## config.mk

```make
export PLATFORM = sky130hd
export DESIGN_NAME = telegram_sum16_deframer
export DESIGN_NICKNAME = d
export VERILOG_FILES = /design/src/rtl/core/tsd_pkg.sv /design/src/rtl/core/tsd_in_stage.sv /design/src/rtl/core/tsd_frame_ctl.sv /design/src/rtl/core/tsd_out_stage.sv /design/src/rtl/core/telegram_sum16_deframer.sv
export SDC_FILE = /design/constraint.sdc
export NUM_CORES = 1
export LEC_CHECK = 0
export BUFFER_PORTS_ARGS = -buffer_cell sky130_fd_sc_hd__buf_2
export CAP_MARGIN = 10
export CORE_UTILIZATION = 60
export CTS_BUF_LIST = sky130_fd_sc_hd__clkbuf_2
export CTS_CLUSTER_SIZE = 14
export DETAILED_ROUTE_END_ITERATION = 7
export GPL_TIMING_DRIVEN = 0
export PLACE_DENSITY = 0.89
export SLEW_MARGIN = 0
export SYNTH_ARGS = -nofsm -noshare
export SYNTH_HDL_FRONTEND = slang
export SYNTH_SLANG_ARGS = --single-unit
```

## constraint.sdc

```tcl
create_clock -name clk -period 6.3 [get_ports clk]
set_input_delay 0.63 -clock clk [delete_from_list [all_inputs] [get_ports clk]]
set_output_delay 0.63 -clock clk [all_outputs]
set_load 0.005 [all_outputs]
```

## src/rtl/core/tsd_pkg.sv

```systemverilog
// shared types and constants of the telegram deframer
package tsd_pkg;

  // frame layout
  localparam logic [4:0] HDR_LEN     = 5'd3;
  localparam logic [4:0] OBJ_POS     = 5'd2;
  localparam logic [7:0] DEV_ERR_OBJ = 8'hFF;

  // frame status codes
  localparam logic [1:0] ST_OK       = 2'd0;
  localparam logic [1:0] ST_MISMATCH = 2'd1;
  localparam logic [1:0] ST_DEV_ERR  = 2'd2;

  // one result beat
  typedef struct packed {
    logic [7:0] byte_value;
    logic       is_payload;
    logic [3:0] payload_index;
    logic       frame_end;
    logic [1:0] frame_status;
    logic [7:0] device_error_code;
    logic [7:0] object_code;
    logic [4:0] payload_count;
  } res_t;

  // handshake between the input and output stages
  typedef struct packed {
    logic move;
  } hs_t;

endpackage

```

## src/rtl/core/tsd_in_stage.sv

```systemverilog
// input register stage of the telegram deframer
module tsd_in_stage
  import tsd_pkg::*;
(
  input  logic       clk,
  input  logic       rst_n,
  input  logic       in_valid,
  input  logic [7:0] in_rx_byte,
  output logic       in_stall,
  input  logic       down_ready,
  output hs_t        hs,
  output logic [7:0] byte_o
);

  logic       valid_r;
  logic       valid_nxt;
  logic [7:0] byte_r;
  logic       accept;

  // beat moves on when the output stage can take it
  assign hs.move  = valid_r && down_ready;
  assign in_stall = valid_r && !down_ready;
  assign accept   = in_valid && !in_stall;
  assign byte_o   = byte_r;

  // occupancy of the input register
  always_comb begin
    valid_nxt = valid_r;
    if (accept) begin
      valid_nxt = 1'b1;
    end else if (hs.move) begin
      valid_nxt = 1'b0;
    end
  end

  always_ff @(posedge clk) begin
    if (!rst_n) begin
      valid_r <= 1'b0;
    end else begin
      valid_r <= valid_nxt;
    end
  end

  // payload, no reset needed
  always_ff @(posedge clk) begin
    if (accept) begin
      byte_r <= in_rx_byte;
    end
  end

endmodule

```

## src/rtl/core/tsd_frame_ctl.sv

```systemverilog
// frame tracking, running checksum and result build
module tsd_frame_ctl
  import tsd_pkg::*;
(
  input  logic       clk,
  input  logic       rst_n,
  input  logic       step,
  input  logic [7:0] rx_byte,
  output res_t       res
);

  logic [4:0]  pos_r, pos_nxt;
  logic [4:0]  flen_r, flen_nxt;
  logic [15:0] sum_r, sum_nxt;
  logic [7:0]  obj_r, obj_nxt;
  logic [7:0]  fpb_r, fpb_nxt;
  logic [7:0]  chk_r, chk_nxt;

  // per-byte frame update
  always_comb begin
    logic        hdr;
    logic [4:0]  plen;
    logic [4:0]  lim;
    logic [4:0]  pofs;
    logic [15:0] sum_base;
    logic [7:0]  fpb_base;
    logic [7:0]  chk_base;
    logic        mismatch;

    hdr      = (pos_r == 5'd0);
    plen     = hdr ? ({1'b0, rx_byte[3:0]} + 5'd1) : flen_r;
    sum_base = hdr ? 16'd0 : sum_r;
    fpb_base = hdr ? 8'd0 : fpb_r;
    chk_base = hdr ? 8'd0 : chk_r;
    obj_nxt  = hdr ? 8'd0 : obj_r;
    lim      = HDR_LEN + plen;
    pofs     = pos_r - HDR_LEN;
    mismatch = 1'b0;

    if (pos_r == OBJ_POS) begin
      obj_nxt = rx_byte;
    end

    flen_nxt = plen;
    sum_nxt  = sum_base;
    fpb_nxt  = fpb_base;
    chk_nxt  = chk_base;
    pos_nxt  = pos_r + 5'd1;

    res.byte_value    = rx_byte;
    res.is_payload    = 1'b0;
    res.payload_index = 4'd0;
    res.frame_end     = 1'b0;
    res.frame_status  = ST_OK;

    if (pos_r < lim) begin
      // header, address, object or payload byte: add into the checksum
      sum_nxt = sum_base + {8'h00, rx_byte};
      if (pos_r >= HDR_LEN) begin
        res.is_payload    = 1'b1;
        res.payload_index = pofs[3:0];
        if (pofs[3:0] == 4'd0) begin
          fpb_nxt = rx_byte;
        end
      end
    end else if (pos_r == lim) begin
      // high checksum byte
      chk_nxt = rx_byte;
    end else begin
      // low checksum byte closes the frame
      mismatch      = (chk_base != sum_base[15:8]) || (rx_byte != sum_base[7:0]);
      res.frame_end = 1'b1;
      pos_nxt       = 5'd0;
      if (mismatch) begin
        res.frame_status = ST_MISMATCH;
      end else if ((obj_nxt == DEV_ERR_OBJ) && (fpb_base != 8'd0)) begin
        res.frame_status = ST_DEV_ERR;
      end
    end

    res.device_error_code = fpb_nxt;
    res.object_code       = obj_nxt;
    res.payload_count     = plen;
  end

  // frame state, advanced once per beat
  always_ff @(posedge clk) begin
    if (!rst_n) begin
      pos_r  <= 5'd0;
      flen_r <= 5'd0;
      sum_r  <= 16'd0;
      obj_r  <= 8'd0;
      fpb_r  <= 8'd0;
      chk_r  <= 8'd0;
    end else if (step) begin
      pos_r  <= pos_nxt;
      flen_r <= flen_nxt;
      sum_r  <= sum_nxt;
      obj_r  <= obj_nxt;
      fpb_r  <= fpb_nxt;
      chk_r  <= chk_nxt;
    end
  end

endmodule

```

## src/rtl/core/tsd_out_stage.sv

```systemverilog
// result register stage of the telegram deframer
module tsd_out_stage
  import tsd_pkg::*;
(
  input  logic clk,
  input  logic rst_n,
  input  hs_t  hs,
  input  res_t res,
  input  logic out_stall,
  output logic ready,
  output logic out_valid,
  output res_t out_res
);

  logic valid_r;
  logic valid_nxt;
  res_t res_r;

  // free when empty or when the held beat leaves now
  assign ready     = !valid_r || !out_stall;
  assign out_valid = valid_r;
  assign out_res   = res_r;

  always_comb begin
    valid_nxt = valid_r;
    if (hs.move) begin
      valid_nxt = 1'b1;
    end else if (!out_stall) begin
      valid_nxt = 1'b0;
    end
  end

  always_ff @(posedge clk) begin
    if (!rst_n) begin
      valid_r <= 1'b0;
    end else begin
      valid_r <= valid_nxt;
    end
  end

  // result payload
  always_ff @(posedge clk) begin
    if (hs.move) begin
      res_r <= res;
    end
  end

endmodule

```

## src/rtl/core/telegram_sum16_deframer.sv

```systemverilog
// Telegram deframer: takes a reply telegram one byte per beat and returns one result beat
// per byte, echoing the byte with its payload mark and index, the frame's object byte,
// payload length and first payload byte, and on the low checksum byte the frame status
// (ok, checksum mismatch, device error). A byte passes an input register and a result
// register, either of which out_stall can hold; one byte per cycle is sustained while out_stall
// is low, set by the once-per-beat update of the frame position and 16-bit running sum.
// Framing starts at reset and after every frame end, with no timeout or resync.
module telegram_sum16_deframer
  import tsd_pkg::*;
(
  input  logic       clk,
  input  logic       rst_n,
  input  logic       in_valid,
  input  logic [7:0] in_rx_byte,
  output logic       in_stall,
  output logic       out_valid,
  input  logic       out_stall,
  output logic [7:0] out_byte_value,
  output logic       out_is_payload,
  output logic [3:0] out_payload_index,
  output logic       out_frame_end,
  output logic [1:0] out_frame_status,
  output logic [7:0] out_device_error_code,
  output logic [7:0] out_object_code,
  output logic [4:0] out_payload_count
);

  hs_t        hs;
  logic       down_ready;
  logic [7:0] cur_byte;
  res_t       res;
  res_t       out_res;

  // input register
  tsd_in_stage u_in (
    .clk        (clk),
    .rst_n      (rst_n),
    .in_valid   (in_valid),
    .in_rx_byte (in_rx_byte),
    .in_stall   (in_stall),
    .down_ready (down_ready),
    .hs         (hs),
    .byte_o     (cur_byte)
  );

  // frame tracking
  tsd_frame_ctl u_ctl (
    .clk     (clk),
    .rst_n   (rst_n),
    .step    (hs.move),
    .rx_byte (cur_byte),
    .res     (res)
  );

  // result register
  tsd_out_stage u_out (
    .clk       (clk),
    .rst_n     (rst_n),
    .hs        (hs),
    .res       (res),
    .out_stall (out_stall),
    .ready     (down_ready),
    .out_valid (out_valid),
    .out_res   (out_res)
  );

  // result fields to ports
  assign out_byte_value        = out_res.byte_value;
  assign out_is_payload        = out_res.is_payload;
  assign out_payload_index     = out_res.payload_index;
  assign out_frame_end         = out_res.frame_end;
  assign out_frame_status      = out_res.frame_status;
  assign out_device_error_code = out_res.device_error_code;
  assign out_object_code       = out_res.object_code;
  assign out_payload_count     = out_res.payload_count;

endmodule

```

==> results by group, run 1 <==
Synth
  – Syn Nets: 469
  – Part of the Yosys area used for sequential elements: slightly above 50%
  – Post-synth EDFFs: 45
  – Cell area after synthesis: 4640 um^2
  – Yosys top cell by area: edfxtp_1
  – Seq cells post-synth: 97
  – Ranking of synthesized cells by area: edfxtp_1, dfxtp_1, nand2_1
  – Post-synth ARST share: 0%
  – Synth Flop Type: dfxtp_1
  – Synth top area share: 29.1%
  – Distinct cells, synth: 56
  – YS warnings: 0
  – Synthesized instance count: around 440
  – Syn Area/Cell: 10.6 um^2

Routing
  – Drt drc: 0
  – Total Wirelength: 10,100 um
  – Antenna Violating Nets Remaining: 0
  – Total number of vias: 3,588
  – First-pass iteration count of the detailed router: 5
  – Initial DRC count: ~280
  – Vias/cell: a little under 6
  – Wirelength per Cell: 16.7 um

Place
  – Dpl hpwl: 6980 um
  – Buffers on Ports: a little under 50
  – DP Area: 5010 um^2
  – GPL Wtd Cong: 0.882

Power and ir drop
  – Seq pwr share: 60.5%
  – Pwr dens: 225 nW/um^2
  – Pwr Total: 1160 uW
  – Max IR drop VDD: 0.112 mV
  – NetSw: 349 uW
  – Switching Fraction: 30.2%
  – Lkg Pwr: 0.00200 uW
  – Clock power share: 27.0%
  – Comb power frac: 12.5%
  – P_int: 807 uW

Finish
  – Final core utilization: between 60% and 70%
  – Fin area: 5140 um^2
  – Diode count: 0
  – Area delta synth->final: 10.8%
  – Fill cells: 540
  – # nets final: 529
  – Share of layout cells above drive strength 1: 18.1%

Floorplanning
  – DIE HEIGHT: 89.9 um
  – Initial Utilization: 62.9%
  – Core area: ~7400 um^2
  – # rows: 31
  – IO Pins: 51
  – Die footprint: 8080 um^2
  – Die X: 89.9 um

Worst setup path
  – Crit path launch type: flop
  – Reg2reg setup slack: 1920 ps
  – Worst path required time: a little under 7000 ps
  – Crit-path slowest cell: nor4b_4
  – Worst setup path class: reg -> reg
  – Worst R2R Start: u_ctl.pos_r[0]
  – Max Fanout on Critical Path: 10
  – Worst-path cell chain: inv_1 -> ha_1 -> nor4b_4 -> nor3_1 -> a31oi_1 -> nand2_1 -> nor2_1 -> xnor2_1 -> ha_1 -> nand4_1 -> o221ai_2 -> nand2_1 -> a2111oi_0 -> and4_1
  – Crit. End Element: flop
  – R2r endpoint: u_out.out_res[22]
  – WP buf/inv: 1
  – R2r worst-path depth: 14
  – Delay-heaviest family, CP: simple AND/OR/NAND/NOR gates
  – Critical Path AT: 4900 ps
  – Worst path max stage delay: 620 ps

GRT
  – Pin count of the biggest net entering global routing: 47
  – Total grt overflow: 0
  – First-pass GRT wire length: roughly 16,000 um
  – Number of global-route vias before repair: approximately 3,400
  – GRT Overall Usage: roughly a quarter
  – Antenna violations before repair: 0

Worst hold path
  – Hold Crit Depth: 1
  – HP Start: in_rx_byte[5]
  – Min-Delay Path Class: in -> reg
  – Min-Delay Endpoint: u_in.byte_o[5]

Clock network
  – Clock Pin Slew Worst Setup and Hold Paths: roughly 300 ps
  – H-tree Lvls: 3
  – TritonCTS clock tree: done
  – Skew-Pair Late Insertion Delay: just over 600 ps
  – Max Root-Sink Buffers: 2
  – # clock sinks: 97
  – Clock Tree Root: clkbuf_2
  – Hold Buf Count CTS: 0
  – TritonCTS Buffers: 9
  – Postcts setup bufs: 0
  – Post-cts repair resize count: 0

STA
  – Slew at the pin with the worst max-slew slack: 977 ps
  – Final setup fails: 0
  – Clock Skew: 27.2 ps
  – Fin. max-slew vios: 0
  – Hold Fails Final Rpt: 0
  – Crit path time final: 4380 ps
  – WHS: 165 ps
  – Highest Clock Rate: 0.228 GHz
  – Unrepaired setup endpoints after global routing: no
  – Tcrit/Tclk final: 69.5%
  – Worst slew margin: 34.3%
  – Fin Setup TNS: 0 ps

Run status
  – Status: finished, final reports clean

Run
  – Max cap viols: 0
==> sequential cells by signal, summed over array words and instances, names as in the netlist <==
name and cells:
u_ctl.obj_r 8, u_out.out_valid 1, u_in.byte_o 8, u_ctl.pos_r 5, u_ctl.sum_r 16, u_ctl.fpb_r 8, u_ctl.chk_r 8, u_out.out_res 37
u_ctl.flen_r 5, u_in.valid_r 1
==> layout make-up <==
class / count / area [um^2] / share of cell area (%)
buffer: 22 / 120 / 2.34
timing repair buffer: 49 / 245 / 4.77
sequential: 97 / 2390 / 46.6
inverter: 10 / 37.5 / 0.730
tap: 99 / 124 / 2.41
multi-input combinational: 310 / 2090 / 40.6
clock buffer: 9 / 45.0 / 0.877
clock inverter: 7 / 86.3 / 1.68
==> Yosys cell counts, types with 11 or more instances <==
master	instances
nand4_1	14
nand2_1	57
edfxtp_1	45
a22o_1	14
nor2_1	21
ha_1	17
nor2b_1	16
dfxtp_1	52
xnor2_1	19
clkbuf_1	11
a22oi_1	13
and2_1	14
o21ai_0	19
==> worst max path at each step <==
stage               cells past startpoint  slack, ps           endpoint            from
finish                                 14       1920  u_out.out_res[22]  u_ctl.pos_r[0]
global route                           14       1630  u_out.out_res[22]  u_ctl.pos_r[0]
CTS                                    14       1950  u_out.out_res[22]  u_ctl.pos_r[0]
detailed placement                     14       2000  u_out.out_res[22]  u_ctl.pos_r[0]
global placement                       14       2150  u_out.out_res[22]  u_ctl.pos_r[0]
floorplan                              15       2920    u_ctl.sum_r[12]  u_ctl.pos_r[0]
==> routing by layer <==
metal  vias to the layer above  global-route usage (%)  part of all wire, %
met4                         0                    13.6                  3.9
met3                        35                    6.01                  7.6
li1                       1716                       -                    -
met1                      1664                    32.9                   42
met5                         -                       0                    0
met2                       173                    41.9                   47
==> power groups by stage <==
stage / sequential (uW) / combinational (uW) / clock (uW)
finish: 699 / 145 / 312
global route: 701 / 159 / 335
CTS: 699 / 143 / 314
detailed placement: 711 / 142 / 0
global placement: 710 / 136 / 0
floorplan: 708 / 97.0 / 0
==> kinds of logic (layout without fill, tap and decap cells) <==
| group | after synthesis | in the layout | synth area share, % |
|---|---|---|---|
| simple gates | 166 | 166 | 19.6 |
| compound gates | 97 | 97 | 14.9 |
| flops | 97 | 97 | 51.6 |
| buf+inv | 32 | 97 | 3.37 |
| xor+xnor | 28 | 28 | 5.29 |
| fa+ha+maj | 18 | 18 | 5.02 |
| mux | 1 | 1 | 0.216 |
==> placed cells by master, fill, tap and decap left out, types with 3 or more instances in the layout <==
cell type / n
nand2_1: 57
buf_2: 55
dfxtp_1: 52
edfxtp_1: 45
nor2_1: 21
xnor2_1: 19
o21ai_0: 19
ha_1: 17
nor2b_1: 16
a22o_1: 14
nand4_1: 14
and2_1: 14
a22oi_1: 13
clkbuf_1: 11
inv_1: 10
a21oi_1: 10
nand3_1: 9
xor2_1: 9
clkbuf_2: 9
a21boi_0: 7
and3_1: 6
nor3_1: 5
nor4_1: 5
a31oi_1: 4
nor3b_1: 4
buf_6: 3
o21ai_1: 3
nor4b_4: 3
nand3b_1: 3
o21a_1: 3
o211a_1: 3
clkinv_8: 3
==> stage by stage <==
stage,instances,worst slack [ps]
floorplan,439,2920
global placement,587,2150
detailed placement,587,2000
CTS,603,1950
global route,603,1630
finish,603,1920
Note: power is estimated with default switching activity, not from simulation.
==> run 2: changes to the inputs <==
- ABC_AREA: default -> 1
- clock period: 6.3 -> 4.2 ns (I/O delays scaled with it)
==> results by group, run 2 <==
Run status
  – Status: finished, final reports clean

Finish
  – Commonest non-fill, non-tap cell in the layout: nand2_1
  – Fin area: 5750 um^2 (+12%)
  – Area delta synth->final: 11.3%
  – Share of layout cells above drive strength 1: 14.9% (-3.1 points)
  – Non-Filler Instances: 836 (+39%)
  – Most frequent cells in the layout: nand2_1, inv_1, nor2_1
  – Fill cells: 687 (+27%)
  – Multi-input logic area: 2220 um^2 (+6.1%)
  – Register area: 2390 um^2 (unchanged)
  – Diode count: 0 (unchanged)
  – # nets final: 756 (+43%)
  – Largest register FFs: 37 (unchanged)

Floorplanning
  – # rows: 33 (+6.5%)
  – Core area: 8260 um^2 (+12%)
  – Die X: 94.8 um (+5.4%)
  – IO Pins: 51 (unchanged)
  – DIE HEIGHT: 94.8 um (+5.4%)
  – Initial Utilization: 62.6% (-0.36 points)
  – Die footprint: 8990 um^2 (+11%)

Clock network
  – TritonCTS Buffers: 9 (unchanged)
  – H-tree Lvls: 3 (unchanged)
  – Clock Pin Slew Worst Setup and Hold Paths: 280 ps (-20 ps)
  – Clock Tree Root: clkbuf_2
  – TritonCTS clock tree: done
  – Max Root-Sink Buffers: 2 (unchanged)
  – # clock sinks: 97 (unchanged)
  – Skew-Pair Late Insertion Delay: 580 ps (-40 ps)

GRT
  – GRT Overall Usage: 30.5% (+4.5 points)
  – Antenna violations before repair: 0 (unchanged)
  – Total grt overflow: 0 (unchanged)
  – Number of global-route vias before repair: 4,507 (+31%)
  – Pin count of the biggest net entering global routing: 47 (unchanged)
  – First-pass GRT wire length: 20,800 um (+26%)

STA
  – Setup WS post-layout: 707 ps (-1220 ps)
  – Crit path time final: 3490 ps (-884 ps)
  – Clock Skew: 30.7 ps (+3.49 ps)
  – Final setup fails: 0 (unchanged)
  – Highest Clock Rate: 0.286 GHz (+25%)
  – Tcrit/Tclk final: 83.2% (+14 points)
  – Fin Setup TNS: 0 ps (unchanged)
  – Fin. max-slew vios: 0 (unchanged)
  – Slew at the pin with the worst max-slew slack: 1030 ps (+52.5 ps)
  – Hold Fails Final Rpt: 0 (unchanged)
  – Worst slew margin: 31.3% (-3.0 points)
  – Unrepaired setup endpoints after global routing: no

Worst setup path
  – Worst Setup EP: u_ctl.chk_r[4]
  – Worst-path cell chain: inv_1 -> ha_1 -> nand3_4 -> buf_6 -> buf_8 -> nand2_1 -> o21ai_1 -> nand3_1 -> xor2_1 -> ha_1 -> nand2_1 -> nor2_1 -> nand2_1 -> nand3_1 -> buf_4 -> nand2_2 -> buf_6 -> nand3_1 -> o211ai_1 -> nand2_1 -> inv_1
  – Crit-path slowest cell: dfxtp_1
  – Delay-heaviest family, CP: simple AND/OR/NAND/NOR gates
  – Worst path max stage delay: 470 ps (-150 ps)
  – R2r endpoint: u_ctl.chk_r[4]
  – Worst Setup SP: u_ctl.pos_r[0]
  – Reg2reg setup slack: 710 ps (-1220 ps)
  – Worst R2R Start: u_ctl.pos_r[0]
  – Critical Path AT: 4010 ps (-890 ps)
  – Crit. End Element: flop
  – CP Depth: 21 (+7)
  – Worst path required time: 4720 ps (-2100 ps)
  – Most Frequent Cell on Critical Path: nand2_1
  – Crit path launch type: flop
  – WP buf/inv: 6 (+5)
  – Worst setup path class: reg -> reg
  – R2r worst-path depth: 21 (+7)
  – Max Fanout on Critical Path: 10 (unchanged)

Synth
  – Adder-Cell Fraction of Synth Area: 4.50% (-0.51 points)
  – Cell area after synthesis: 5170 um^2 (+11%)
  – Part of the Yosys area used for sequential elements: 46.3% (-5.3 points)
  – Commonest cells in the netlist: nand2_1, inv_1, nor2_1, nand3_1, dfxtp_1
  – Seq cells post-synth: 97 (unchanged)
  – Post-Synth Simple-Gate Area: 26.5% (+6.9 points)
  – Yosys top cell by area: edfxtp_1
  – Syn Nets: 687 (+46%)
  – Synth top area share: 26.2% (-3.0 points)
  – XOR/XNOR Fraction of Synth Area: 1.86% (-3.4 points)
  – Most common cell in the synthesized netlist: nand2_1
  – Post-synth EDFFs: 45 (unchanged)
  – Multiplexer share of the synthesized area: 0% (-0.22 points)
  – Post-synth ARST share: 0% (unchanged)
  – Distinct cells, synth: 38 (-32%)
  – Synth Flop Type: dfxtp_1
  – Ranking of synthesized cells by area: edfxtp_1, dfxtp_1, nand2_1
  – Synth Area in Compound Gates: 10.0% (-4.9 points)
  – Largest family of logic cells by synthesized area: simple AND/OR/NAND/NOR gates
  – YS warnings: 0 (unchanged)
  – Syn Area/Cell: 7.86 um^2 (-26%)
  – Synthesized instance count: 657 (+50%)

Worst hold path
  – Min-Delay Path Class: in -> reg
  – Hold Crit Depth: 3 (+2)

Place
  – Dpl cells: 812 (+38%)
  – DP Area: 5550 um^2 (+11%)
  – Pre-CTS setup slack: 841 ps (-1160 ps)
  – GPL Wtd Cong: 0.968 (+9.7%)
  – Dpl hpwl: 9010 um (+29%)
  – Buffers on Ports: 50 (+2.0%)

Routing
  – First-pass iteration count of the detailed router: 7 (+2)
  – Drt drc: 0 (unchanged)
  – Wirelength per Cell: 15.4 um (-7.9%)
  – Antenna Violating Nets Remaining: 0 (unchanged)
  – Vias/cell: 5.64 (-5.2%)
  – Total number of vias: 4,716 (+31%)
  – Initial DRC count: 367 (+30%)
  – Total Wirelength: 12,800 um (+28%)

Run
  – Max cap viols: 0 (unchanged)

Power and ir drop
  – Pwr dens: 355 nW/um^2 (+58%)
  – Lkg Pwr: 0.00279 uW (+39%)
  – Pwr Total: 2040 uW (+77%)
  – Max IR drop VDD: 0.158 mV (+42%)
run 2: cell types whose count changed in the layout (fill, tap and decap cells not counted), moves of 7 or more:
cell	previous run	this run
nor2b_1	16	0
a21oi_1	10	28
o21ai_0	19	28
a22oi_1	13	1
nor2_1	21	95
and2_1	14	1
dlygate4sd3_1	0	8
a21boi_0	7	0
nand2_1	57	125
xnor2_1	19	4
a22o_1	14	0
nand3_1	9	65
inv_1	10	101
run 2: layout make-up:
cell class / count / area share [%]
multi-input combinational: 431 / 38.5
timing repair buffer: 58 / 5.74
sequential: 97 / 41.6
buffer: 24 / 2.85
clock inverter: 6 / 1.26
tap: 105 / 2.28
clock buffer: 10 / 0.870
inverter: 105 / 6.85
run 2: cell families (layout without fill, tap and decap cells):
kind of cell | Yosys count | in the layout
AND/OR/NAND/NOR | 313 | 313
XOR/XNOR | 11 | 11
flip-flops | 97 | 97
buffers and inverters | 129 | 203
adder cells (fa/ha/maj) | 18 | 18
AO/OA/AOI/OAI | 89 | 89
run 2: power breakdown:
part | leakage, uW | internal, uW | switching (uW) | total [uW]
registers | 0.000854 | 1060 | 38.8 | 1100
logic | 0.00186 | 160 | 302 | 461
clock network | 0.0000735 | 148 | 337 | 485
run 2: timing repair:
action	in CTS	in global routing
buffers inserted	0	0
hold buffers	8	0
endpoints found under the hold margin	8	0
resized for setup	0	0
endpoints found under the setup margin	0	0
run 2: how the worst min path moves through the flow:
stage | from | end | slack [ps]
final | in_valid | u_in.valid_r | 120
after global routing | rst_n | u_ctl.flen_r[1] | 70
after CTS | rst_n | u_ctl.flen_r[1] | 90
after detailed placement | u_ctl.sum_r[5] | u_ctl.sum_r[5] | 460
after global placement | u_ctl.sum_r[5] | u_ctl.sum_r[5] | 450
after floorplan | u_ctl.sum_r[5] | u_ctl.sum_r[5] | 450
run 2: stage by stage:
step / hold WS (ps) / util [%]
floorplan: 445 / -
global placement: 454 / 67.2
detailed placement: 457 / 67.2
CTS: 93.1 / 69.6
global route: 73.0 / 69.6
finish: 116 / 69.6
run 2: worst reg2reg max path, cell delays in order (launching register included):
cell and delay (ps):
dfxtp_1 470, inv_1 150, ha_1 260, nand3_4 110
buf_6 160, buf_8 170, nand2_1 80, o21ai_1 170
nand3_1 140, xor2_1 160, ha_1 310, nand2_1 70
nor2_1 150, nand2_1 90, nand3_1 110, buf_4 230
nand2_2 140, buf_6 170, nand3_1 70, o211ai_1 90
nand2_1 90, inv_1 40
run 2: metal layers:
| metal | routed length, um | global-route usage [%] |
|---|---|---|
| met3 | 955 | 5.80 |
| met2 | 6060 | 48.6 |
| met1 | 5320 | 38.4 |
| met5 | 0 | 0 |
| met4 | 501 | 18.3 |
==> run 3: changes to the inputs <==
- CORE_UTILIZATION: 60 -> 55
- PLACE_DENSITY: 0.89 -> 0.86
- clock period: 4.2 -> 3.11 ns (I/O delays scaled with it)
==> results by group, run 3 (synthesis gave the netlist of run 2 again) <==
Routing
  – Wirelength per Cell: 15.2 um (-1.0%)
  – Initial DRC count: 420 (+14%)
  – Antenna Violating Nets Remaining: 0 (unchanged)
  – Drt drc: 0 (unchanged)
  – Total number of vias: 4,750 (+0.72%)
  – First-pass iteration count of the detailed router: 7 (unchanged)
  – Vias/cell: 5.54 (-1.7%)
  – Total Wirelength: 13,000 um (+1.5%)

Worst setup path
  – Crit. End Element: flop
  – Crit-path slowest cell: edfxtp_1
  – Worst path max stage delay: 690 ps (+220 ps)
  – Worst Setup SP: u_in.byte_o[2]
  – Critical Path AT: 3530 ps (-480 ps)
  – Worst setup path class: reg -> reg
  – Max Fanout on Critical Path: 8 (-2)
  – Delay-heaviest family, CP: simple AND/OR/NAND/NOR gates
  – Worst R2R Start: u_in.byte_o[2]
  – Crit path launch type: flop
  – WP buf/inv: 3 (-3)
  – Worst path required time: 3610 ps (-1110 ps)
  – Worst-path cell chain: nand3_1 -> xor2_1 -> o21ai_2 -> nand3_2 -> xor2_1 -> ha_1 -> nand2_2 -> inv_1 -> nand2_2 -> nand3_4 -> buf_6 -> buf_6 -> nor2_4 -> nand4_1 -> nand2_1 -> nor2_1

STA
  – WHS: 25.1 ps (-90.7 ps)
  – Fin Setup TNS: 0 ps (unchanged)
  – Tcrit/Tclk final: 97.5% (+14 points)
  – Fin. max-slew vios: 0 (unchanged)
  – Hold Fails Final Rpt: 0 (unchanged)
  – Crit path time final: 3030 ps (-461 ps)
  – Slew at the pin with the worst max-slew slack: 1020 ps (-7.51 ps)
  – Worst slew margin: 31.8% (+0.50 points)
  – Final setup fails: 0 (unchanged)
  – Setup WS post-layout: 77.7 ps (-629 ps)
  – Clock Skew: 48.5 ps (+17.8 ps)
  – Highest Clock Rate: 0.330 GHz (+15%)

Power and ir drop
  – Lkg Pwr: 0.00290 uW (+4.2%)
  – Max IR drop VDD: 0.201 mV (+27%)
  – Pwr Total: 2840 uW (+39%)
  – Pwr dens: 472 nW/um^2 (+33%)

Clock network
  – Clock Tree Root: clkbuf_2
  – TritonCTS Buffers: 9 (unchanged)
  – H-tree Lvls: 3 (unchanged)
  – Skew-Pair Late Insertion Delay: 610 ps (+30 ps)
  – # clock sinks: 97 (unchanged)
  – TritonCTS clock tree: done
  – Max Root-Sink Buffers: 2 (unchanged)
  – Clock Pin Slew Worst Setup and Hold Paths: 250 ps (-30 ps)

GRT
  – Total grt overflow: 0 (unchanged)
  – First-pass GRT wire length: 20,600 um (-0.96%)
  – Antenna violations before repair: 0 (unchanged)
  – Pin count of the biggest net entering global routing: 47 (unchanged)
  – GRT Overall Usage: 27.1% (-3.4 points)
  – Number of global-route vias before repair: 4,342 (-3.7%)

Finish
  – Share of layout cells above drive strength 1: 19.0% (+4.1 points)
  – Final core utilization: 65.6% (-4.0 points)
  – Commonest non-fill, non-tap cell in the layout: nand2_1
  – Most frequent cells in the layout: nand2_1, inv_1, nor2_1
  – Fill cells: 732 (+6.6%)
  – Area delta synth->final: 16.2%
  – Largest register FFs: 37 (unchanged)
  – Diode count: 0 (unchanged)
  – # nets final: 771 (+2.0%)

Floorplanning
  – # rows: 35 (+6.1%)
  – Die X: 98.9 um (+4.4%)
  – Die footprint: 9790 um^2 (+8.9%)
  – Initial Utilization: 56.4% (-6.1 points)
  – DIE HEIGHT: 98.9 um (+4.4%)
  – Core area: 9150 um^2 (+11%)
  – IO Pins: 51 (unchanged)

Place
  – Pre-CTS setup slack: -170 ps (-1010 ps)
  – Dpl hpwl: 8860 um (-1.7%)
  – Buffers on Ports: 50 (unchanged)
  – GPL Wtd Cong: 0.928 (-4.1%)

Run
  – Max cap viols: 0 (unchanged)

Worst hold path
  – HP Start: out_stall
  – Min-Delay Path Class: in -> reg

Run status
  – Status: finished, final reports clean
run 3: changes by cell type in the layout (fill, tap and decap cells not counted), sizes merged:
cell,before,now
buf,67,80
inv,107,105
dlygate4sd3,8,10
clkinv,2,4
run 3: what timing repair did:
| action | CTS | global route |
|---|---|---|
| endpoints found under the setup margin | 32 | 50 |
| hold buffers | 10 | 0 |
| endpoints found under the hold margin | 10 | 0 |
| pin swaps | 0 | 9 |
| setup buffers | 7 | 6 |
| resized for setup | 7 | 31 |
run 3: stage by stage:
step | cell area [um^2] | std cells
after floorplan | 5170 | 657
after global placement | 5560 | 818
after detailed placement | 5560 | 818
after CTS | 5840 | 851
after global routing | 6000 | 857
final | 6000 | 857
run 3: worst min-delay path, stage by stage:
cell,delay [ps]
buf_2,90
nand2_1,90
a21oi_1,80
run 3: final cells by class:
cell class                 count  area, um^2  area share [%]
clock inverter                 6        68.8            1.15
clock buffer                  10        50.0           0.834
tap                          111         139            2.31
buffer                        24         188            3.13
inverter                     105         399            6.65
multi-input combinational    431        2310            38.4
timing repair buffer          73         452            7.52
sequential                    97        2400            40.0
run 3: layer usage:
layer	global-route usage (%)	vias to the layer above	share of wire, %
li1	-	2291	-
met1	34.1	2198	41
met2	45.0	223	48
met3	4.54	38	7.5
met4	14.2	0	3.5
met5	0	-	0
run 3: final timing paths:
| kind | endpoint | slack [ps] | cells past startpoint |
|---|---|---|---|
| setup / recovery | u_ctl.sum_r[15] | 80 | 16 |
| hold / removal | u_out.out_valid | 30 | 3 |
| setup reg to reg | u_ctl.sum_r[15] | 80 | 16 |
| hold reg to reg | u_ctl.sum_r[5] | 480 | 2 |
run 3: power breakdown:
group	leakage, uW	internal, uW	switching (uW)
sequential	0.000856	1430	44.8
combinational	0.00198	271	455
clock	0.0000725	194	443
